`src/design/hta_pkg.sv`:
```
// Package for the handle table allocator.
// Holds the request and status codes and the write-control struct.
// No dependencies.
`default_nettype none

package hta_pkg;

  localparam int HANDLE_W = 16;
  localparam int WORD_W   = 64;

  typedef enum logic [1:0] {
    REQ_ALLOC = 2'd0,
    REQ_FREE  = 2'd1,
    REQ_GET   = 2'd2,
    REQ_SET   = 2'd3
  } hta_req_e;

  typedef enum logic [1:0] {
    ST_OK    = 2'd0,
    ST_RANGE = 2'd1,
    ST_FULL  = 2'd2
  } hta_status_e;

  // Write controls from execute logic to the slot and stack memories.
  typedef struct packed {
    logic obj_we;
    logic valid_we;
    logic valid_wd;
    logic stk_we;
  } hta_wr_t;

endpackage

`default_nettype wire

```
`src/design/hta_store.sv`:
```
// Slot memories (object words, valid marks) and the free-slot stack.
// Registered reads with forwarding of a write made at the same edge.
// Depends on hta_pkg.
`default_nettype none

module hta_store #(
  parameter int CAPACITY = 64,
  localparam int IW = (CAPACITY > 1) ? $clog2(CAPACITY) : 1
) (
  input  wire logic                         clk_i,
  input  wire logic                         rd_en_i,
  input  wire logic [IW-1:0]                rd_slot_i,
  input  wire logic [IW-1:0]                stk_rd_addr_i,
  input  wire hta_pkg::hta_wr_t             wr_i,
  input  wire logic [IW-1:0]                wr_slot_i,
  input  wire logic [hta_pkg::WORD_W-1:0]   wr_word_i,
  input  wire logic [IW-1:0]                stk_wr_addr_i,
  input  wire logic [IW-1:0]                stk_wd_i,
  output logic      [hta_pkg::WORD_W-1:0]   rd_obj_o,
  output logic                              rd_valid_o,
  output logic      [IW-1:0]                rd_stk_o
);

  logic [hta_pkg::WORD_W-1:0] obj_mem   [CAPACITY];
  logic                       valid_mem [CAPACITY];
  logic [IW-1:0]              stk_mem   [CAPACITY];

  logic [hta_pkg::WORD_W-1:0] rd_obj_q;
  logic                       rd_valid_q;
  logic [IW-1:0]              rd_stk_q;

  always_ff @(posedge clk_i) begin
    if (wr_i.obj_we) begin
      obj_mem[wr_slot_i] <= wr_word_i;
    end
    if (wr_i.valid_we) begin
      valid_mem[wr_slot_i] <= wr_i.valid_wd;
    end
    if (wr_i.stk_we) begin
      stk_mem[stk_wr_addr_i] <= stk_wd_i;
    end
  end

  // The item ahead writes at the same edge this item reads, so a hit on
  // its address takes the new value instead of the old memory content.
  always_ff @(posedge clk_i) begin
    if (rd_en_i) begin
      if (wr_i.obj_we && (wr_slot_i == rd_slot_i)) begin
        rd_obj_q <= wr_word_i;
      end else begin
        rd_obj_q <= obj_mem[rd_slot_i];
      end
      if (wr_i.valid_we && (wr_slot_i == rd_slot_i)) begin
        rd_valid_q <= wr_i.valid_wd;
      end else begin
        rd_valid_q <= valid_mem[rd_slot_i];
      end
      if (wr_i.stk_we && (stk_wr_addr_i == stk_rd_addr_i)) begin
        rd_stk_q <= stk_wd_i;
      end else begin
        rd_stk_q <= stk_mem[stk_rd_addr_i];
      end
    end
  end

  assign rd_obj_o   = rd_obj_q;
  assign rd_valid_o = rd_valid_q;
  assign rd_stk_o   = rd_stk_q;

endmodule

`default_nettype wire

```
`src/design/hta_exec.sv`:
```
// Execute logic for one request: handle decode, range check, allocation
// choice, free-count and high-water registers, result fields.
// Depends on hta_pkg.
`default_nettype none

module hta_exec #(
  parameter int CAPACITY = 64,
  localparam int IW = (CAPACITY > 1) ? $clog2(CAPACITY) : 1,
  localparam int CW = $clog2(CAPACITY + 1)
) (
  input  wire logic                           clk_i,
  input  wire logic                           rst_ni,
  input  wire logic                           fire_i,
  input  wire logic [1:0]                     req_i,
  input  wire logic [hta_pkg::HANDLE_W-1:0]   handle_i,
  input  wire logic [hta_pkg::WORD_W-1:0]     rd_obj_i,
  input  wire logic                           rd_valid_i,
  input  wire logic [IW-1:0]                  rd_stk_i,
  output hta_pkg::hta_wr_t                    wr_o,
  output logic      [IW-1:0]                  wr_slot_o,
  output logic      [IW-1:0]                  stk_wr_addr_o,
  output logic      [IW-1:0]                  stk_wd_o,
  output logic      [CW-1:0]                  fc_next_o,
  output logic      [hta_pkg::HANDLE_W-1:0]   new_handle_o,
  output logic      [hta_pkg::WORD_W-1:0]     object_out_o,
  output logic                                is_valid_o,
  output hta_pkg::hta_status_e                status_o
);

  logic [CW-1:0] fc_q, fc_d;
  logic [CW-1:0] hw_q, hw_d;

  logic [14:0]   h_idx;
  logic [14:0]   slot_w;
  logic [IW-1:0] slot_idx;
  logic          in_range;
  logic          pop;
  logic          fresh_ok;
  logic [IW-1:0] alloc_slot;
  logic [15:0]   slot_p1;

  assign h_idx    = handle_i[15:1];
  assign slot_w   = h_idx - 15'd1;
  assign slot_idx = slot_w[IW-1:0];
  assign in_range = (h_idx != 15'd0) && ({1'b0, slot_w} < 16'(hw_q));

  assign pop        = (fc_q != '0);
  assign fresh_ok   = (hw_q < CW'(CAPACITY));
  assign alloc_slot = pop ? rd_stk_i : hw_q[IW-1:0];
  assign slot_p1    = 16'(alloc_slot) + 16'd1;

  always_comb begin
    fc_d          = fc_q;
    hw_d          = hw_q;
    wr_o          = '0;
    wr_slot_o     = slot_idx;
    stk_wr_addr_o = fc_q[IW-1:0];
    stk_wd_o      = slot_idx;
    new_handle_o  = '0;
    object_out_o  = '0;
    is_valid_o    = 1'b0;
    status_o      = hta_pkg::ST_OK;
    case (hta_pkg::hta_req_e'(req_i))
      hta_pkg::REQ_ALLOC: begin
        if (pop || fresh_ok) begin
          wr_o.obj_we   = 1'b1;
          wr_o.valid_we = 1'b1;
          wr_o.valid_wd = 1'b1;
          wr_slot_o     = alloc_slot;
          new_handle_o  = {slot_p1[14:0], 1'b0};
          if (pop) begin
            fc_d = fc_q - CW'(1);
          end else begin
            hw_d = hw_q + CW'(1);
          end
        end else begin
          status_o = hta_pkg::ST_FULL;
        end
      end
      hta_pkg::REQ_FREE: begin
        if (!in_range) begin
          status_o = hta_pkg::ST_RANGE;
        end else if (rd_valid_i && (fc_q < CW'(CAPACITY))) begin
          wr_o.valid_we = 1'b1;
          wr_o.stk_we   = 1'b1;
          fc_d          = fc_q + CW'(1);
        end
      end
      hta_pkg::REQ_GET: begin
        if (!in_range) begin
          status_o = hta_pkg::ST_RANGE;
        end else if (rd_valid_i) begin
          object_out_o = rd_obj_i;
          is_valid_o   = 1'b1;
        end
      end
      hta_pkg::REQ_SET: begin
        if (!in_range) begin
          status_o = hta_pkg::ST_RANGE;
        end else if (rd_valid_i) begin
          wr_o.obj_we = 1'b1;
        end
      end
      default: begin
        status_o = hta_pkg::ST_OK;
      end
    endcase
    // Nothing is written and no count moves unless the item leaves the stage.
    if (!fire_i) begin
      wr_o = '0;
      fc_d = fc_q;
      hw_d = hw_q;
    end
  end

  assign fc_next_o = fc_d;

  always_ff @(posedge clk_i or negedge rst_ni) begin
    if (!rst_ni) begin
      fc_q <= '0;
      hw_q <= '0;
    end else begin
      fc_q <= fc_d;
      hw_q <= hw_d;
    end
  end

endmodule

`default_nettype wire

```
`src/design/handle_table_allocator_top.sv`:
```
// Top level of the handle table allocator: input stage, execute logic,
// slot and stack memories, result register.
// Depends on hta_pkg, hta_exec and hta_store.
//
// The block takes one request per cycle while no result stalls, and answers
// each with exactly one result item, in order. An accepted item waits in the
// input stage register and is executed there; its result item is registered
// and offered once it fires. The rate of one item per
// cycle is set by the single execute stage that sits between the registered
// memory reads and the result register; a stalled result holds that stage
// and then the input. Reads for the next item start at its acceptance and
// take the value written by the item ahead at the same edge. Slots below the
// high-water mark have always been written, so the memories need no clearing
// pass after reset and requests are taken from the first cycle on.
`default_nettype none

module handle_table_allocator_top #(
  parameter int CAPACITY = 64
) (
  input  wire logic                          clk_i,
  input  wire logic                          rst_ni,
  input  wire logic                          in_valid_i,
  output logic                               in_stall_o,
  input  wire logic [1:0]                    in_req_type_i,
  input  wire logic [hta_pkg::HANDLE_W-1:0]  in_handle_i,
  input  wire logic [hta_pkg::WORD_W-1:0]    in_object_word_i,
  output logic                               out_valid_o,
  input  wire logic                          out_stall_i,
  output logic      [hta_pkg::HANDLE_W-1:0]  out_new_handle_o,
  output logic      [hta_pkg::WORD_W-1:0]    out_object_out_o,
  output logic                               out_is_valid_o,
  output logic      [1:0]                    out_status_o
);

  localparam int IW = (CAPACITY > 1) ? $clog2(CAPACITY) : 1;
  localparam int CW = $clog2(CAPACITY + 1);

  logic                         x_valid_q;
  logic [1:0]                   x_req_q;
  logic [hta_pkg::HANDLE_W-1:0] x_handle_q;
  logic [hta_pkg::WORD_W-1:0]   x_word_q;

  logic                         out_valid_q;
  logic [hta_pkg::HANDLE_W-1:0] out_handle_q;
  logic [hta_pkg::WORD_W-1:0]   out_obj_q;
  logic                         out_isv_q;
  logic [1:0]                   out_status_q;

  logic advance;
  logic fire;
  logic accept;

  hta_pkg::hta_wr_t             wr;
  logic [IW-1:0]                wr_slot;
  logic [IW-1:0]                stk_wr_addr;
  logic [IW-1:0]                stk_wd;
  logic [CW-1:0]                fc_next;
  logic [CW-1:0]                stk_top;
  logic [14:0]                  in_slot_w;
  logic [hta_pkg::WORD_W-1:0]   rd_obj;
  logic                         rd_valid;
  logic [IW-1:0]                rd_stk;
  logic [hta_pkg::HANDLE_W-1:0] res_handle;
  logic [hta_pkg::WORD_W-1:0]   res_obj;
  logic                         res_isv;
  hta_pkg::hta_status_e         res_status;

  assign advance    = !out_valid_q || !out_stall_i;
  assign fire       = x_valid_q && advance;
  assign in_stall_o = x_valid_q && !advance;
  assign accept     = in_valid_i && !in_stall_o;

  // Read addresses for the item being accepted: its decoded slot, and the
  // stack top as it stands once the item ahead has been executed.
  assign in_slot_w = in_handle_i[15:1] - 15'd1;
  assign stk_top   = fc_next - CW'(1);

  always_ff @(posedge clk_i or negedge rst_ni) begin
    if (!rst_ni) begin
      x_valid_q <= 1'b0;
    end else if (accept) begin
      x_valid_q <= 1'b1;
    end else if (fire) begin
      x_valid_q <= 1'b0;
    end
  end

  always_ff @(posedge clk_i) begin
    if (accept) begin
      x_req_q    <= in_req_type_i;
      x_handle_q <= in_handle_i;
      x_word_q   <= in_object_word_i;
    end
  end

  hta_exec #(
    .CAPACITY(CAPACITY)
  ) u_exec (
    .clk_i         (clk_i),
    .rst_ni        (rst_ni),
    .fire_i        (fire),
    .req_i         (x_req_q),
    .handle_i      (x_handle_q),
    .rd_obj_i      (rd_obj),
    .rd_valid_i    (rd_valid),
    .rd_stk_i      (rd_stk),
    .wr_o          (wr),
    .wr_slot_o     (wr_slot),
    .stk_wr_addr_o (stk_wr_addr),
    .stk_wd_o      (stk_wd),
    .fc_next_o     (fc_next),
    .new_handle_o  (res_handle),
    .object_out_o  (res_obj),
    .is_valid_o    (res_isv),
    .status_o      (res_status)
  );

  hta_store #(
    .CAPACITY(CAPACITY)
  ) u_store (
    .clk_i         (clk_i),
    .rd_en_i       (accept),
    .rd_slot_i     (in_slot_w[IW-1:0]),
    .stk_rd_addr_i (stk_top[IW-1:0]),
    .wr_i          (wr),
    .wr_slot_i     (wr_slot),
    .wr_word_i     (x_word_q),
    .stk_wr_addr_i (stk_wr_addr),
    .stk_wd_i      (stk_wd),
    .rd_obj_o      (rd_obj),
    .rd_valid_o    (rd_valid),
    .rd_stk_o      (rd_stk)
  );

  always_ff @(posedge clk_i or negedge rst_ni) begin
    if (!rst_ni) begin
      out_valid_q <= 1'b0;
    end else if (advance) begin
      out_valid_q <= x_valid_q;
    end
  end

  always_ff @(posedge clk_i) begin
    if (fire) begin
      out_handle_q <= res_handle;
      out_obj_q    <= res_obj;
      out_isv_q    <= res_isv;
      out_status_q <= res_status;
    end
  end

  assign out_valid_o      = out_valid_q;
  assign out_new_handle_o = out_handle_q;
  assign out_object_out_o = out_obj_q;
  assign out_is_valid_o   = out_isv_q;
  assign out_status_o     = out_status_q;

endmodule

`default_nettype wire

```
`config.mk`:
```
export PLATFORM = sky130hd
export DESIGN_NAME = handle_table_allocator_top
export DESIGN_NICKNAME = d
export VERILOG_FILES = /design/src/design/hta_pkg.sv /design/src/design/hta_store.sv /design/src/design/hta_exec.sv /design/src/design/handle_table_allocator_top.sv
export SDC_FILE = /design/constraint.sdc
export NUM_CORES = 2
export LEC_CHECK = 0
export BUFFER_PORTS_ARGS = -buffer_cell sky130_fd_sc_hd__buf_4
export CAP_MARGIN = 20
export CORE_ASPECT_RATIO = 0.7
export CORE_MARGIN = 4
export CORE_UTILIZATION = 47
export DETAILED_ROUTE_END_ITERATION = 8
export PLACE_DENSITY_LB_ADDON = 0.05
export SYNTH_ARGS = -nofsm -noshare
export SYNTH_HDL_FRONTEND = slang
export SYNTH_MEMORY_MAX_BITS = 65536
export SYNTH_SLANG_ARGS = --single-unit
export TNS_END_PERCENT = 30
```
`constraint.sdc`:
```
create_clock -name clk_i -period 10.8 [get_ports clk_i]
set_input_delay 1.62 -clock clk_i [delete_from_list [all_inputs] [get_ports clk_i]]
set_output_delay 1.62 -clock clk_i [all_outputs]
set_load 0.03 [all_outputs]
```
# --- Word-level counts from Yosys, hierarchy flattened ---
# Memory sizes are Yosys's and may differ from the RTL's. A register that Yosys moved wholly into a read port is not among the register bits.
# Cells that the tools add are included.
# Widths: inputs -> output; s select.
word_totals:
  mem_count: 3
  romBits: 0
  out_inout_bits: 85
  latch_bits: 0
  inputBits: 86
  regBits: 181
  ram_bits: 4544
classes:
  n_bitwise: 1
  div_mod_pow: 0
  reduce_logical: 19
  n_eq_ne: 3
  multipliers: 0
  n_mux: 30
  n_addsub: 7
  shift: 0
  magnitude_cmp: 3
mem_list:
  columns: ["memory", "words", "word_bits", "read_ports", "rd_ports_with_merged_regs", "write_ports", "line", "source"]
  rows:
  - ["u_store.obj_mem", 64, 64, 1, 1, 1, "hta_store.sv:24", "logic [hta_pkg::WORD_W-1:0] obj_mem [CAPACITY];"]
  - ["u_store.stk_mem", 64, 6, 1, 1, 1, "hta_store.sv:26", "logic [IW-1:0] stk_mem [CAPACITY];"]
  - ["u_store.valid_mem", 64, 1, 1, 1, 1, "hta_store.sv:25", "logic valid_mem [CAPACITY];"]
ops:
  columns: ["op", "n"]
  rows:
  - ["$mux 7", 5]
  - ["$mux 6", 3]
  - ["$lt 15x7->1", 1]
  - ["$mux 1", 15]
  - ["$reduce_bool 15->1", 1]
  - ["$sub 15x1->15 const B", 1]
  - ["$add 7x1->7 const B", 2]
  - ["$lt 7x7->1 const B", 2]
  - ["$pmux 7 s2", 1]
  - ["$sub 6x1->6 const B", 2]
  - ["$add 6x1->7 const B", 1]
  - ["$reduce_bool 7->1", 1]
  - ["$sub 7x1->7 const B", 1]
  - ["$logic_and 1x1->1", 5]
  - ["$eq 2x2->1 const B", 2]
  - ["$logic_not 1->1", 4]
  - ["$mux 4", 1]
  - ["$pmux 1 s2", 2]
  - ["$pmux 2 s2", 1]
  - ["$reduce_and 4->1", 1]
  - ["$mux 3", 1]
  - ["$reduce_and 3->1", 1]
  - ["$reduce_or 3->1", 1]
  - ["$eq 2x1->1 const B", 1]
  - ["6 further kinds", 7]

# --- Logic depth before layout (Yosys ltp) ---
depth:
  depth_word: 8
  depth_mapped: 26
  ltp_nobuf: 22

# --- By module ---
# From an unflattened synthesis, not the netlist that was laid out.
hier_totals:
  cells_unflattened: 8446
  hier_area_um2: 183479.7
modules_own_cells:
  columns: ["module", "area_per_inst_um2", "seq_area_each_um2", "n_inst", "cells_each"]
  rows:
  - ["hta_store", 175992.5, 138582.9, 1, 7947]
  - ["handle_table_allocator_top", 5205.0, 5004.8, 1, 197]
  - ["hta_exec", 2282.2, 350.3, 1, 302]

# --- Worst setup path after synthesis ---
# Ideal clock, no wire load.
synth_path:
  kind: "register -> register"
  startpoint: "register x_handle_q[1] in the netlist's numbering"
  endpoint: "memory u_store.obj_mem[14][0] in the netlist's numbering (enable)"
  synth_period_minus_slack_ns: 8.364
  path_buffers: 1
  required_ns: 10.313
  slack_ns: 2.436
  path_stages_with_launch: 18
  arrival_time_ns: 7.878
  path_cell_list: "edfxtp_1 buf_6 inv_1 ha_1 nor3b_2 xnor2_1 inv_1 ha_1 o21a_1 o211ai_1 a21oi_1 nor4_1 nand2_1 nor2_1 a31oi_1 nor3_1 nand4_1 nor2_1"
synth_between:
  elab_chain_len: 8
  word_cells_on_any_way: 11
  cone_classes: "1 x add/sub; 1 x order compare; 7 x mux; 2 x reduce/logical"
synth_lines:
  columns: ["element", "line", "source"]
  rows:
  - ["start: declaration", "handle_table_allocator_top.sv:40", "logic [hta_pkg::HANDLE_W-1:0] x_handle_q;"]
  - ["start signal: assignment", "handle_table_allocator_top.sv:91", "x_handle_q <= in_handle_i;"]
  - ["$sub 15x1->15 (*)", "hta_exec.sv:43", "assign slot_w = h_idx - 15'd1;"]
  - ["net stk_wd[0]", "handle_table_allocator_top.sv:56", "logic [IW-1:0] stk_wd;"]
  - ["$lt 15x7->1", "hta_exec.sv:45", "assign in_range = (h_idx != 15'd0) && ({1'b0, slot_w} < 16'(hw_q));"]
  - ["$logic_and 1x1->1", "hta_exec.sv:45", null]
  - ["$mux 1", null, null]
  - ["$pmux 1 s2", "hta_exec.sv:63", "case (hta_pkg::hta_req_e'(req_i))"]
  - ["$mux 4", "hta_exec.sv:109", "if (!fire_i) begin"]
  - ["$mux 1", "hta_store.sv:33", "if (wr_i.obj_we) begin"]
  - ["$mux 1 (not written as such)", "hta_store.sv:34", "obj_mem[wr_slot_i] <= wr_word_i;"]
  - ["end: declaration", "hta_store.sv:24", null]
# Mark *: on every way through the listed nets, which the timed path passes. The rest lies on a longest branch.

# --- Final worst setup path ---
layout_path:
  startpoint: "register x_handle_q[1] in the netlist's numbering"
  endpoint: "register u_store.rd_stk_q[5] (netlist: u_store.rd_stk_o[5]) (read register of u_store.stk_mem), data pin"
layout_between:
  elab_chain_len: 7
  word_cells_on_any_way: 8
  cone_classes: "2 x add/sub; 1 x order compare; 3 x mux; 2 x reduce/logical"
layout_lines:
  columns: ["element", "line", "source"]
  rows:
  - ["$sub 15x1->15", "hta_exec.sv:43", null]
  - ["net stk_wd[0]", "handle_table_allocator_top.sv:56", null]
  - ["$lt 15x7->1", "hta_exec.sv:45", null]
  - ["$logic_and 1x1->1", "hta_exec.sv:45", null]
  - ["$mux 7", "hta_exec.sv:81", "if (!in_range) begin"]
  - ["$pmux 7 s2", "hta_exec.sv:63", null]
  - ["$mux 7", "hta_exec.sv:109", null]
  - ["net fc_next[0]", "handle_table_allocator_top.sv:57", "logic [CW-1:0] fc_next;"]
  - ["$sub 6x1->6", "handle_table_allocator_top.sv:76", "assign stk_top = fc_next - CW'(1);"]
  - ["end: declaration", "hta_store.sv:30", "logic [IW-1:0] rd_stk_q;"]
# The timed path passes the listed nets, and every way through them passes these cells.
# A chain may end at the register's enable or synchronous reset.

==> metrics.md <==
| Metric | Value |
|---|---|
| Die area | `approximately 0.40 mm2` |
| Final global-route overflow total | `0` |
| Yosys top cell area share | `0.775` |
| Placer congestion estimate | `about 0.76` |
| Boundary Pins | `roughly 170` |
| Antenna-violating nets left | `0` |
| Max Buffers Root-to-Sink | `4` |
| Post-layout util | `0.535` |
| WL final | `510000 um` |
| Core area | `0.391 mm2` |
| Largest area contributor in the netlist | `edfxtp_1` |
| Worst setup EP type | `flip-flop` |
| Starting Density | `0.472` |
| Nets@finish | `a little under 9000` |
| Pre-CTS WS | `2050 ps` |
| Overall Global Routing Usage | `0.251` |
| Average size of a mapped cell | `between 20 and 25 um2` |
| Cts hold-fix bufs | `0` |
| Vias in the first global route | `about 90000` |
| Ys async rst share | `0.00334` |
| Largest net degree at the start of global routing | `around 130` |
| Yosys reg bits | `4786` |
| Hpwl dp | `roughly 260000 um` |
| Min-Delay Path Class | `input pin to async pin` |
| Worst-path maximum fanout | `between 60 and 70` |
| Cell Area, Synth | `about 0.18 mm2` |
| Main synth FF type | `edfxtp_1` |
| WL per Instance | `between 30 and 40 um` |
| Outcome | `finished clean` |
| Die H | `533 um` |
| Remaining DRCs | `0` |
| Initial antenna violation count | `10` |
| Max Slew Vio Count | `0` |
| Setup TNS | `0 ps` |
| Port Buf Inserts | `160` |
| Rows | `~190` |
| CTS tree | `yes` |
| Sequential power share | `0.503` |
| Setup violations, final | `0` |
| Gate Count Post-Synth | `~8400` |
| Clock sinks | `approximately 4800` |
| Postcts setup bufs | `0` |
| Post-CTS resize count | `0` |
| CP Class | `flip-flop to flip-flop` |
| Detailed Routing Iterations Pass 1 | `5` |
| Most frequent cell after synthesis | `edfxtp_1` |
| Area Growth Syn to Fin | `13.2%` |
| Peak VDD IR | `about 0.24 mV` |
| DR vias | `90800` |
| Fin crit share | `0.770` |
| Critical path required time | `roughly 12000 ps` |
| Worst Setup Slack, final | `~2500 ps` |
| Logic pwr share | `0.107` |
| Arr. time, crit path | `~9000 ps` |
| Synth area leaders | `edfxtp_1 77%, mux4_2 14%, a211oi_1 2.1%` |
| Placement Cell Area | `just under 0.2 mm2` |
| CTS Buf Count | `457` |
| Leak | `approximately 0.065 uW` |
| Clk root buf | `clkbuf_16` |
| CP Launch Type | `flip-flop` |
| Filler Cell Count | `between 20000 and 30000` |
| Reg clk slew, reported paths | `60 ps` |
| 1st-iter DRT viols | `around 11000` |
| Sw Pwr | `~9800 uW` |
| H-tree levels | `5` |
| Int Pwr | `roughly 31000 uW` |
| PwrDens | `roughly 200 mW/mm2` |
| Worst slew pin tran | `1210 ps` |
| Sequential-to-total area share from yosys stat | `0.777` |
| Slew headroom | `0.189` |
| Final non-filler cell area | `roughly 0.21 mm2` |
| Worst-skew pair later-pin latency | `between 1000 and 1500 ps` |
| Vias per std cell | `approximately 6.3` |
| Layout Skew | `about 51 ps` |
| Count of cell types in the netlist | `76` |
| Fmax achieved | `~120 MHz` |
| Post-synth top cells | `4770 x edfxtp_1, 1137 x mux4_2, 517 x a211oi_1, 343 x clkbuf_1, 273 x mux2i_1` |
| RSZ-0062 raised after global routing | `false` |
| Max_cap viols | `0` |
| Global-route wire length before repair | `711000 um` |
| Power share of the clock group | `0.389` |
| Final hold vios | `0` |
| Post-synth EDFFs | `about 4800` |
| Sw Share | `0.238` |
| Die width | `758 um` |
| Syn. warnings | `0` |
| Layout cell share with drive strength beyond 1 | `0.259` |
| Final min period | `a little over 8000 ps` |
## cells by family (layout without fill, tap and decap cells)
| family | Yosys count | after routing | share of synthesized area |
|---|---|---|---|
| xor gates and xnor gates | 32 | 32 | 0.00160 |
| muxes | 1410 | 1410 | 0.153 |
| and+or+nand+nor | 710 | 710 | 0.0210 |
| AOI/OAI and AO/OA | 914 | 914 | 0.0341 |
| other | 1 | 30 | 0.0000203 |
| DFF | 4786 | 4786 | 0.777 |
| adders and majority gates | 19 | 19 | 0.00129 |
| buffers and inverters | 536 | 1356 | 0.0116 |
## registers in the layout, summed over array words and instances, names as in the netlist, 2 cells and up
name               cells
u_store.obj_mem     4096
u_exec.hw_q            7
x_req_q                2
u_exec.fc_q            7
x_word_q              64
x_handle_q            15
u_store.valid_mem     64
out_new_handle_o       7
u_store.stk_mem      384
u_store.rd_obj_o      64
out_status_o           2
out_object_out_o      64
u_store.rd_stk_o       6
## per-stage QoR
| step | total power [uW] | std cells | hold slack [ps] |
|---|---|---|---|
| floorplan | 24100 | 8416 | 456 |
| detailed placement | 25600 | 13600 | 495 |
| global route | 42700 | 14500 | 443 |
| global placement | 25600 | 13600 | 480 |
| CTS | 41600 | 14500 | 405 |
| finish | 41300 | 14500 | 499 |
## critical path, cell delays in order (launching register included)
cell	delay [ps]
edfxtp_1	580
clkinv_1	90
buf_4	550
ha_1	310
nor3b_2	390
xnor2_1	190
clkinv_1	80
buf_4	550
ha_1	380
a211oi_1	270
a21oi_1	190
nor4b_4	540
a21oi_1	130
or3_4	450
inv_6	490
buf_4	870
mux4_2	600
a22oi_1	410
a21oi_1	180
nor4_1	450
mux2i_1	150
## layout by cell type (no fill, tap or decap), drive strengths merged, types with 12 or more instances in the layout
cell type,n
diode,21
buf,481
xnor2,20
mux4,1137
bufinv,55
xor2,12
nand4,14
mux2i,273
nand2,33
nor2b,263
o21ai,17
clkbuf,529
a22oi,48
clkinv,241
dfrtp,16
a21oi,232
ha,19
inv,39
a21o,72
nand2b,15
a211oi,518
nor2,216
edfxtp,4770
nor4,17
nand3,36
and2,69
## final timing paths
kind / start / to / slack (ps) / depth (start not counted)
max: x_handle_q[1] / u_store.rd_stk_o[5] / 2480 / 20
max reg2reg: x_handle_q[1] / u_store.rd_stk_o[5] / 2480 / 20
min: rst_ni / out_valid_o / 500 / 1
max in group asynchronous: rst_ni / u_exec.fc_q[5] / 10020 / 1
min reg2reg: x_valid_q / out_valid_o / 500 / 1
min in group clk_i: x_valid_q / out_valid_o / 500 / 1
## power groups by stage
stage / registers (uW) / logic, uW / clock network, uW
2_1_floorplan: 21300 / 2820 / 0
3_3_place_gp: 21200 / 4410 / 0
3_5_place_dp: 21200 / 4440 / 0
4_1_cts: 20800 / 4450 / 16400
5_1_grt: 20800 / 4750 / 17200
6_report: 20800 / 4440 / 16100
## layer usage
metal	GRT usage	vias to the layer above	share of wire
met2	0.377	3609	0.45
met4	0.0531	2	0.021
li1	-	36500	-
met3	0.0383	651	0.072
met5	0	-	0.000024
met1	0.393	50000	0.45
## area by class of cell
cell class / count / area [um2] / area share
repair buffers: 482 / 4390 / 0.0210
inverters: 29 / 119 / 0.000568
well taps: 5238 / 6550 / 0.0313
flip-flops and latches: 4786 / 144000 / 0.686
clock inverters: 317 / 3100 / 0.0148
clock buffers: 528 / 11800 / 0.0563
diodes: 21 / 52.6 / 0.000251
multi-input cells: 3094 / 39700 / 0.190
Power figures use the tool's default switching activity.
